[src/rtl/itra_pkg.sv]
// Shared constants, types and the digit-to-character function for the radix formatter.
`timescale 1ns / 1ps

package itra_pkg;

    localparam int DATA_W       = 32;
    localparam int BASE_W       = 5;
    localparam int DIGIT_W      = 4;
    localparam int CHAR_W       = 8;
    localparam int LEN_W        = 6;
    localparam int MAX_DIGITS   = 32;
    localparam int IDX_W        = $clog2(MAX_DIGITS);
    localparam int CNT_W        = $clog2(MAX_DIGITS + 1);
    localparam int BITS_PER_CYC = 8;
    localparam int DIV_CYC      = DATA_W / BITS_PER_CYC;
    localparam int STEP_W       = $clog2(DIV_CYC);

    localparam logic [BASE_W-1:0] BASE_MIN = BASE_W'(2);
    localparam logic [BASE_W-1:0] BASE_MAX = BASE_W'(16);
    localparam logic [BASE_W-1:0] BASE_DEC = BASE_W'(10);

    localparam logic [CHAR_W-1:0] CH_ZERO  = CHAR_W'(8'h30);
    localparam logic [CHAR_W-1:0] CH_LOWER = CHAR_W'(8'h61);
    localparam logic [CHAR_W-1:0] CH_UPPER = CHAR_W'(8'h41);
    localparam logic [CHAR_W-1:0] CH_MINUS = CHAR_W'(8'h2d);
    localparam logic [DIGIT_W-1:0] DIGIT_NINE = DIGIT_W'(9);
    localparam logic [DIGIT_W-1:0] DIGIT_TEN  = DIGIT_W'(10);

    typedef struct packed {
        logic               done;
        logic [DATA_W-1:0]  quot;
        logic [DIGIT_W-1:0] rem;
    } t_div_res;

    function automatic logic [CHAR_W-1:0] digit_char(input logic [DIGIT_W-1:0] d,
                                                     input logic upper);
        logic [CHAR_W-1:0] ch;
        if (d > DIGIT_NINE) begin
            ch = (upper ? CH_UPPER : CH_LOWER) + CHAR_W'(d - DIGIT_TEN);
        end else begin
            ch = CH_ZERO + CHAR_W'(d);
        end
        return ch;
    endfunction

endpackage

[src/rtl/itra_divider.sv]
// Shared divider: divides a 32-bit value by a small base, eight quotient bits per cycle.
`timescale 1ns / 1ps

module itra_divider (
    input  logic                          i_clk,
    input  logic                          i_rst_n,
    input  logic                          i_start,
    input  logic [itra_pkg::DATA_W-1:0]   i_dividend,
    input  logic [itra_pkg::BASE_W-1:0]   i_base,
    output itra_pkg::t_div_res            o_res
);
    import itra_pkg::*;

    logic                    r_busy, n_busy;
    logic                    r_done, n_done;
    logic [STEP_W-1:0]       r_step, n_step;
    logic [DATA_W-1:0]       r_quot, n_quot;
    logic [DIGIT_W-1:0]      r_rem, n_rem;
    logic [BASE_W-1:0]       r_base;

    logic [BITS_PER_CYC-1:0] qbits;
    logic [DIGIT_W-1:0]      rem_step;

    // Restoring division over the top byte of the shift register.
    always_comb begin
        logic [BASE_W-1:0] t;
        rem_step = r_rem;
        qbits    = '0;
        t        = '0;
        for (int i = 0; i < BITS_PER_CYC; i++) begin
            t = {rem_step, r_quot[DATA_W-1-i]};
            if (t >= r_base) begin
                t = t - r_base;
                qbits[BITS_PER_CYC-1-i] = 1'b1;
            end
            rem_step = t[DIGIT_W-1:0];
        end
    end

    always_comb begin
        n_busy = r_busy;
        n_done = 1'b0;
        n_step = r_step;
        n_quot = r_quot;
        n_rem  = r_rem;
        if (i_start) begin
            n_busy = 1'b1;
            n_step = '0;
            n_quot = i_dividend;
            n_rem  = '0;
        end else if (r_busy) begin
            n_quot = {r_quot[DATA_W-BITS_PER_CYC-1:0], qbits};
            n_rem  = rem_step;
            n_step = r_step + STEP_W'(1);
            if (r_step == STEP_W'(DIV_CYC - 1)) begin
                n_busy = 1'b0;
                n_done = 1'b1;
            end
        end
    end

    always_ff @(posedge i_clk) begin
        if (!i_rst_n) begin
            r_busy <= 1'b0;
            r_done <= 1'b0;
            r_step <= '0;
        end else begin
            r_busy <= n_busy;
            r_done <= n_done;
            r_step <= n_step;
        end
        r_quot <= n_quot;
        r_rem  <= n_rem;
        if (i_start) begin
            r_base <= i_base;
        end
    end

    assign o_res.done = r_done;
    assign o_res.quot = r_quot;
    assign o_res.rem  = r_rem;

endmodule

[src/rtl/itra_digit_mem.sv]
// Digit store: one write port and one registered read port.
`timescale 1ns / 1ps

module itra_digit_mem (
    input  logic                          i_clk,
    input  logic                          i_we,
    input  logic [itra_pkg::IDX_W-1:0]    i_waddr,
    input  logic [itra_pkg::DIGIT_W-1:0]  i_wdata,
    input  logic [itra_pkg::IDX_W-1:0]    i_raddr,
    output logic [itra_pkg::DIGIT_W-1:0]  o_rdata
);
    import itra_pkg::*;

    logic [DIGIT_W-1:0] r_mem [MAX_DIGITS];
    logic [DIGIT_W-1:0] r_rdata;

    always_ff @(posedge i_clk) begin
        if (i_we) begin
            r_mem[i_waddr] <= i_wdata;
        end
        r_rdata <= r_mem[i_raddr];
    end

    assign o_rdata = r_rdata;

endmodule

[src/rtl/integer_to_radix_ascii.sv]
// Sequence: the request is loaded, each digit is produced by the shared divider, then each
// character is read from the digit store and loaded once the output register is free, a minus sign first.
// The divider retires 8 quotient bits per cycle and sets the digit rate; one request at a time.
// Reset (synchronous, active low) returns the sequencer to idle and empties the output.
`timescale 1ns / 1ps

module integer_to_radix_ascii (
    input  logic                          i_clk,
    input  logic                          i_rst_n,
    input  logic                          i_valid,
    output logic                          o_ready,
    input  logic                          i_func,
    input  logic [31:0]                   i_value,
    input  logic [4:0]                    i_radix,
    input  logic                          i_upper_case,
    output logic                          o_valid,
    input  logic                          i_ready,
    output logic [7:0]                    o_character,
    output logic                          o_last_char,
    output logic [5:0]                    o_total_length
);
    import itra_pkg::*;

    localparam logic [2:0] S_IDLE = 3'd0;
    localparam logic [2:0] S_DIV  = 3'd1;
    localparam logic [2:0] S_SIGN = 3'd2;
    localparam logic [2:0] S_READ = 3'd3;
    localparam logic [2:0] S_LOAD = 3'd4;

    logic [2:0]        r_state, n_state;
    logic [CNT_W-1:0]  r_count, n_count;
    logic [CNT_W-1:0]  r_idx, n_idx;
    logic              r_neg, n_neg;
    logic              r_upper, n_upper;
    logic [BASE_W-1:0] r_base, n_base;
    logic [LEN_W-1:0]  r_total, n_total;
    logic              r_out_valid, n_out_valid;
    logic [CHAR_W-1:0] r_out_char, n_out_char;
    logic              r_out_last, n_out_last;
    logic [LEN_W-1:0]  r_out_len, n_out_len;

    logic              accept;
    logic              slot_free;
    logic              div_start;
    logic [DATA_W-1:0] div_operand;
    logic [BASE_W-1:0] div_base;
    logic [BASE_W-1:0] in_base;
    logic [DATA_W-1:0] in_mag;
    logic              in_neg;
    logic              mem_we;
    logic [DIGIT_W-1:0] mem_rdata;
    logic [CNT_W-1:0]  count_inc;
    t_div_res          div_res;

    assign accept    = i_valid && o_ready;
    assign o_ready   = (r_state == S_IDLE);
    assign slot_free = !r_out_valid || i_ready;
    assign count_inc = r_count + CNT_W'(1);

    always_comb begin
        in_neg  = 1'b0;
        in_mag  = i_value;
        in_base = BASE_DEC;
        if (!i_func) begin
            if (i_value[DATA_W-1]) begin
                in_neg = 1'b1;
                in_mag = DATA_W'(0) - i_value;
            end
        end else if (i_radix < BASE_MIN) begin
            in_base = BASE_MIN;
        end else if (i_radix > BASE_MAX) begin
            in_base = BASE_MAX;
        end else begin
            in_base = i_radix;
        end
    end

    always_comb begin
        n_state     = r_state;
        n_count     = r_count;
        n_idx       = r_idx;
        n_neg       = r_neg;
        n_upper     = r_upper;
        n_base      = r_base;
        n_total     = r_total;
        n_out_valid = r_out_valid && !i_ready;
        n_out_char  = r_out_char;
        n_out_last  = r_out_last;
        n_out_len   = r_out_len;
        div_start   = 1'b0;
        div_operand = in_mag;
        div_base    = r_base;
        mem_we      = 1'b0;

        unique case (r_state)
            S_IDLE: begin
                if (accept) begin
                    div_start = 1'b1;
                    div_base  = in_base;
                    n_base    = in_base;
                    n_neg     = in_neg;
                    n_upper   = i_upper_case;
                    n_count   = '0;
                    n_state   = S_DIV;
                end
            end
            S_DIV: begin
                if (div_res.done) begin
                    mem_we  = 1'b1;
                    n_count = count_inc;
                    if (div_res.quot != '0 && count_inc < CNT_W'(MAX_DIGITS)) begin
                        div_start   = 1'b1;
                        div_operand = div_res.quot;
                    end else begin
                        n_idx   = count_inc;
                        n_total = LEN_W'({1'b0, count_inc} + (CNT_W + 1)'(r_neg));
                        n_state = r_neg ? S_SIGN : S_READ;
                    end
                end
            end
            S_SIGN: begin
                if (slot_free) begin
                    n_out_valid = 1'b1;
                    n_out_char  = CH_MINUS;
                    n_out_last  = 1'b0;
                    n_out_len   = r_total;
                    n_state     = S_READ;
                end
            end
            S_READ: begin
                n_state = S_LOAD;
            end
            S_LOAD: begin
                if (slot_free) begin
                    n_out_valid = 1'b1;
                    n_out_char  = digit_char(mem_rdata, r_upper);
                    n_out_last  = (r_idx == CNT_W'(1));
                    n_out_len   = r_total;
                    n_idx       = r_idx - CNT_W'(1);
                    n_state     = (r_idx == CNT_W'(1)) ? S_IDLE : S_READ;
                end
            end
            default: begin
                n_state = S_IDLE;
            end
        endcase
    end

    always_ff @(posedge i_clk) begin
        if (!i_rst_n) begin
            r_state     <= S_IDLE;
            r_count     <= '0;
            r_out_valid <= 1'b0;
        end else begin
            r_state     <= n_state;
            r_count     <= n_count;
            r_out_valid <= n_out_valid;
        end
        r_idx      <= n_idx;
        r_neg      <= n_neg;
        r_upper    <= n_upper;
        r_base     <= n_base;
        r_total    <= n_total;
        r_out_char <= n_out_char;
        r_out_last <= n_out_last;
        r_out_len  <= n_out_len;
    end

    itra_divider u_divider (
        .i_clk      (i_clk),
        .i_rst_n    (i_rst_n),
        .i_start    (div_start),
        .i_dividend (div_operand),
        .i_base     (div_base),
        .o_res      (div_res)
    );

    // Digits are written least significant first and read back from the top.
    itra_digit_mem u_digit_mem (
        .i_clk   (i_clk),
        .i_we    (mem_we),
        .i_waddr (r_count[IDX_W-1:0]),
        .i_wdata (div_res.rem),
        .i_raddr (IDX_W'(r_idx - CNT_W'(1))),
        .o_rdata (mem_rdata)
    );

    assign o_valid        = r_out_valid;
    assign o_character    = r_out_char;
    assign o_last_char    = r_out_last;
    assign o_total_length = r_out_len;

endmodule
[config.mk]
export PLATFORM = sky130hd
export DESIGN_NAME = integer_to_radix_ascii
export DESIGN_NICKNAME = d
export VERILOG_FILES = /design/src/rtl/itra_pkg.sv /design/src/rtl/itra_divider.sv /design/src/rtl/itra_digit_mem.sv /design/src/rtl/integer_to_radix_ascii.sv
export SDC_FILE = /design/constraint.sdc
export NUM_CORES = 1
export LEC_CHECK = 0
export ABC_CLOCK_PERIOD_IN_PS = 22400
export BUFFER_PORTS_ARGS = -buffer_cell sky130_fd_sc_hd__buf_2
export CAP_MARGIN = 25
export CORE_MARGIN = 1
export CORE_UTILIZATION = 50
export DETAILED_ROUTE_END_ITERATION = 16
export PLACE_DENSITY_LB_ADDON = 0.25
export SETUP_SLACK_MARGIN = 0.02
export SYNTH_ARGS = -nofsm -noshare
export SYNTH_HDL_FRONTEND = slang
export SYNTH_HIERARCHICAL = 1
export SYNTH_SLANG_ARGS = --single-unit
[constraint.sdc]
create_clock -name i_clk -period 22.4 [get_ports i_clk]
set_input_delay 4.48 -clock i_clk [delete_from_list [all_inputs] [get_ports i_clk]]
set_output_delay 4.48 -clock i_clk [all_outputs]
set_load 0.02 [all_outputs]
==> impl_summary.log <==
INFO  metric cts_setup_buffers = 0
INFO  metric max_slew.worst_pin.slew = 0.804 ns
INFO  metric worstSetupPathType = register to register
INFO  metric grtUsageTotal = 21.1%
INFO  metric timing.critical_path.required = 22.83 ns
INFO  metric postSynth.asyncResetShare = 0%
INFO  metric placementRows = 56
INFO  metric avgSynthCellArea = 12.4 um2
INFO  metric end_kind = register
INFO  metric clk_transition_reported_paths = 0.06 ns
INFO  metric max-cap-violations = 0
INFO  metric insertion_delay = 0.52 ns
INFO  metric globalRouteMet2Util = 36.9%
INFO  metric drive_above_1_share = 20.9%
INFO  metric synth.area.top_cells = sky130_fd_sc_hd__edfxtp_1 (48%), sky130_fd_sc_hd__mux4_2 (7.4%), sky130_fd_sc_hd__ha_1 (5.6%)
INFO  metric cts_max_path_bufs = 3
INFO  metric io_pins = 60
INFO  metric worst-endpoint-arrival = 13.06 ns
INFO  metric detailed_place.area = 12,700 um2
INFO  metric syn-instance-count = 974
INFO  metric design.final.nets = 1,140
INFO  metric hold_path_class = register to register
INFO  metric synth_nets = 1,079
INFO  metric cts-root-buf = sky130_fd_sc_hd__clkbuf_16
INFO  metric postLayoutCellArea = 13,500 um2
INFO  metric layout_skew = 0.0161 ns
INFO  metric maximum_fanout_encountered_on_the_critical_timing_path = 10
INFO  metric use_met3 = 2.49%
INFO  metric synth_largest_area_cell = sky130_fd_sc_hd__edfxtp_1
INFO  metric grt.busiest_layer = met2
INFO  metric grt_first_pass_wirelength = 41.0 mm
INFO  metric cts_tree = done
INFO  metric run_status = complete, no violations
INFO  metric areaGrowthSynthToFinish = 11.8%
INFO  metric maxSlewHeadroom = 46.4%
INFO  metric vias = 7,812
INFO  metric grt_use_met1 = 28.1%
INFO  metric core_area = 23,600 um2
INFO  metric synth.ff_latch_count = 221
INFO  metric cts_max_level = 1
INFO  metric post_drt_wl_per_cell = 18.6 um
INFO  metric timing.critical_path.mode_cell = sky130_fd_sc_hd__ha_1
INFO  metric postCtsResizedCells = 0
INFO  metric synth_edf_count = 194
INFO  metric crit_path_start_kind = register
INFO  metric per_cell_via_count_in_the_routed_design = 5.69
INFO  metric fmax = 79.2 MHz
INFO  metric height_of_the_die = 158 um
INFO  metric setup_tns = 0 ns
INFO  metric ant_nets = 0
INFO  metric final_period_minus_worst_setup_slack = 12.63 ns
INFO  metric filler_cell_count = 1,950
INFO  metric cts.sink_count = 221
INFO  metric synth_cell_area = 12,100 um2
INFO  metric antenna_cells = 0
INFO  metric routed_wire_length = 25.5 mm
INFO  metric unrepaired_setup_endpoints_after_global_routing = no
INFO  metric gr-total-overflow = 0
INFO  metric drt-initial-drc-count = 563
INFO  metric seq_area_frac_synth = 52.5%
INFO  metric worst_hold_slack = 0.424 ns
INFO  metric maxSlewViolCount = 0
INFO  metric dpl_wire_length = 17.9 mm
INFO  metric drc_errors = 0
INFO  metric postSynth.topFlopCell = sky130_fd_sc_hd__edfxtp_1
INFO  metric initial_core_utilization = 51.3%
INFO  metric fin_crit_sh = 56.4%
INFO  metric place.port_buffers = 59
INFO  metric critical_path.slowest_cell = sky130_fd_sc_hd__edfxtp_1
INFO  metric first_global_vias = 7,699
INFO  metric yosysUniqueCellTypes = 79
INFO  metric synth-warning-count = 6
INFO  metric worstPathBufferInverterCount = 2
INFO  metric gp_congestion = 0.851
INFO  metric pin_count_of_the_biggest_net_entering_global_routing = 64
INFO  metric cts.hold.buffers_added = 0
INFO  metric die_w = 158 um
INFO  metric path_delay_family = compound AO/OA/AOI/OAI gates
INFO  metric synth_top_area_share = 48.1%
INFO  metric die_area = 24,900 um2
INFO  metric cp_slowest_stage_delay = 0.65 ns
INFO  metric report.final.setup_viol = 0
INFO  metric detailed_router_iteration_count_before_antenna_repair = 5
INFO  metric antenna_found_initial = 0
INFO  metric hold_viol = 0
INFO  metric tritoncts.num_buffers = 24
-- area by class of cell --
cell class                      count  area [um2]  share of cell area (%)
Sequential cell                   221        6370                    47.0
Tap cell                          319         399                    2.95
Clock inverter                     17         180                    1.33
Inverter                           52         195                    1.44
Multi-Input combinational cell    667        5400                    39.9
Timing Repair Buffer               69         378                    2.79
Clock buffer                       27         622                    4.59
-- synth_stat cells, drive strengths merged, types with 22 or more instances --
| cell type | number |
|---|---|
| nand2 | 51 |
| inv | 52 |
| xnor2 | 37 |
| buf | 22 |
| dfxtp | 27 |
| mux4 | 40 |
| nor2 | 125 |
| mux2 | 39 |
| edfxtp | 194 |
| ha | 54 |
| a21oi | 57 |
-- metrics by stage --
stage / setup slack (ns) / std cells / util [%]
floorplan: 11.31 / 974 / -
global placement: 10.30 / 1326 / 53.9
detailed placement: 9.92 / 1326 / 53.9
CTS: 9.87 / 1370 / 57.3
global route: 8.96 / 1372 / 57.4
finish: 9.77 / 1372 / 57.4
-- state kept, by name (all words and copies together), names as in the netlist --
signal,count
u_divider/r_step,2
u_divider/r_base,5
r_base,5
r_state,3
u_divider/r_quot,32
r_total,6
u_divider/r_rem,4
o_valid,1
r_idx,6
r_upper,1
o_last_char,1
u_divider/r_busy,1
r_neg,1
o_character,8
o_total_length,6
u_digit_mem/r_mem,128
u_digit_mem/o_rdata,4
r_count,6
u_divider/r_done,1
-- metal layers --
| metal | vias to the layer above | routed length (um) |
|---|---|---|
| met1 | 3814 | 11200 |
| met3 | 36 | 940 |
| li1 | 3803 | - |
| met4 | 0 | 446 |
| met5 | - | 0 |
| met2 | 159 | 12900 |
-- worst paths after layout --
check | start | end | slack (ns) | cells past startpoint
max | u_divider/r_base[1] | u_divider/r_rem[3] | 9.77 | 48
min | r_total[3] | o_total_length[3] | 0.42 | 0
min reg2reg | r_total[3] | o_total_length[3] | 0.42 | 0
max reg2reg | u_divider/r_base[1] | u_divider/r_rem[3] | 9.77 | 48
-- layout by cell type (no fill, tap or decap), types with 15 or more instances in the layout --
master and instances:
sky130_fd_sc_hd__clkbuf_16 24, sky130_fd_sc_hd__xnor2_1 37, sky130_fd_sc_hd__o21a_1 15, sky130_fd_sc_hd__inv_1 49
sky130_fd_sc_hd__o21ai_0 17, sky130_fd_sc_hd__ha_1 54, sky130_fd_sc_hd__nor2_1 124, sky130_fd_sc_hd__mux4_2 40
sky130_fd_sc_hd__nand2_1 50, sky130_fd_sc_hd__buf_2 59, sky130_fd_sc_hd__mux2_2 37, sky130_fd_sc_hd__a21oi_1 56
sky130_fd_sc_hd__dfxtp_1 27, sky130_fd_sc_hd__edfxtp_1 194, sky130_fd_sc_hd__a31oi_1 20, sky130_fd_sc_hd__xor2_1 19
-- cells by family (layout without fill, tap and decap cells) --
family | Yosys count | after routing | share of synthesized area (%)
compound gates | 185 | 185 | 10.7
simple gates | 278 | 278 | 11.1
buf+inv | 86 | 165 | 2.95
xor+xnor | 57 | 57 | 4.12
flops | 221 | 221 | 52.5
mux | 85 | 85 | 11.6
fa+ha+maj | 62 | 62 | 6.90
Power is not shown: default switching activity piles up to over one toggle a cycle in this logic, so the estimate is an artifact.
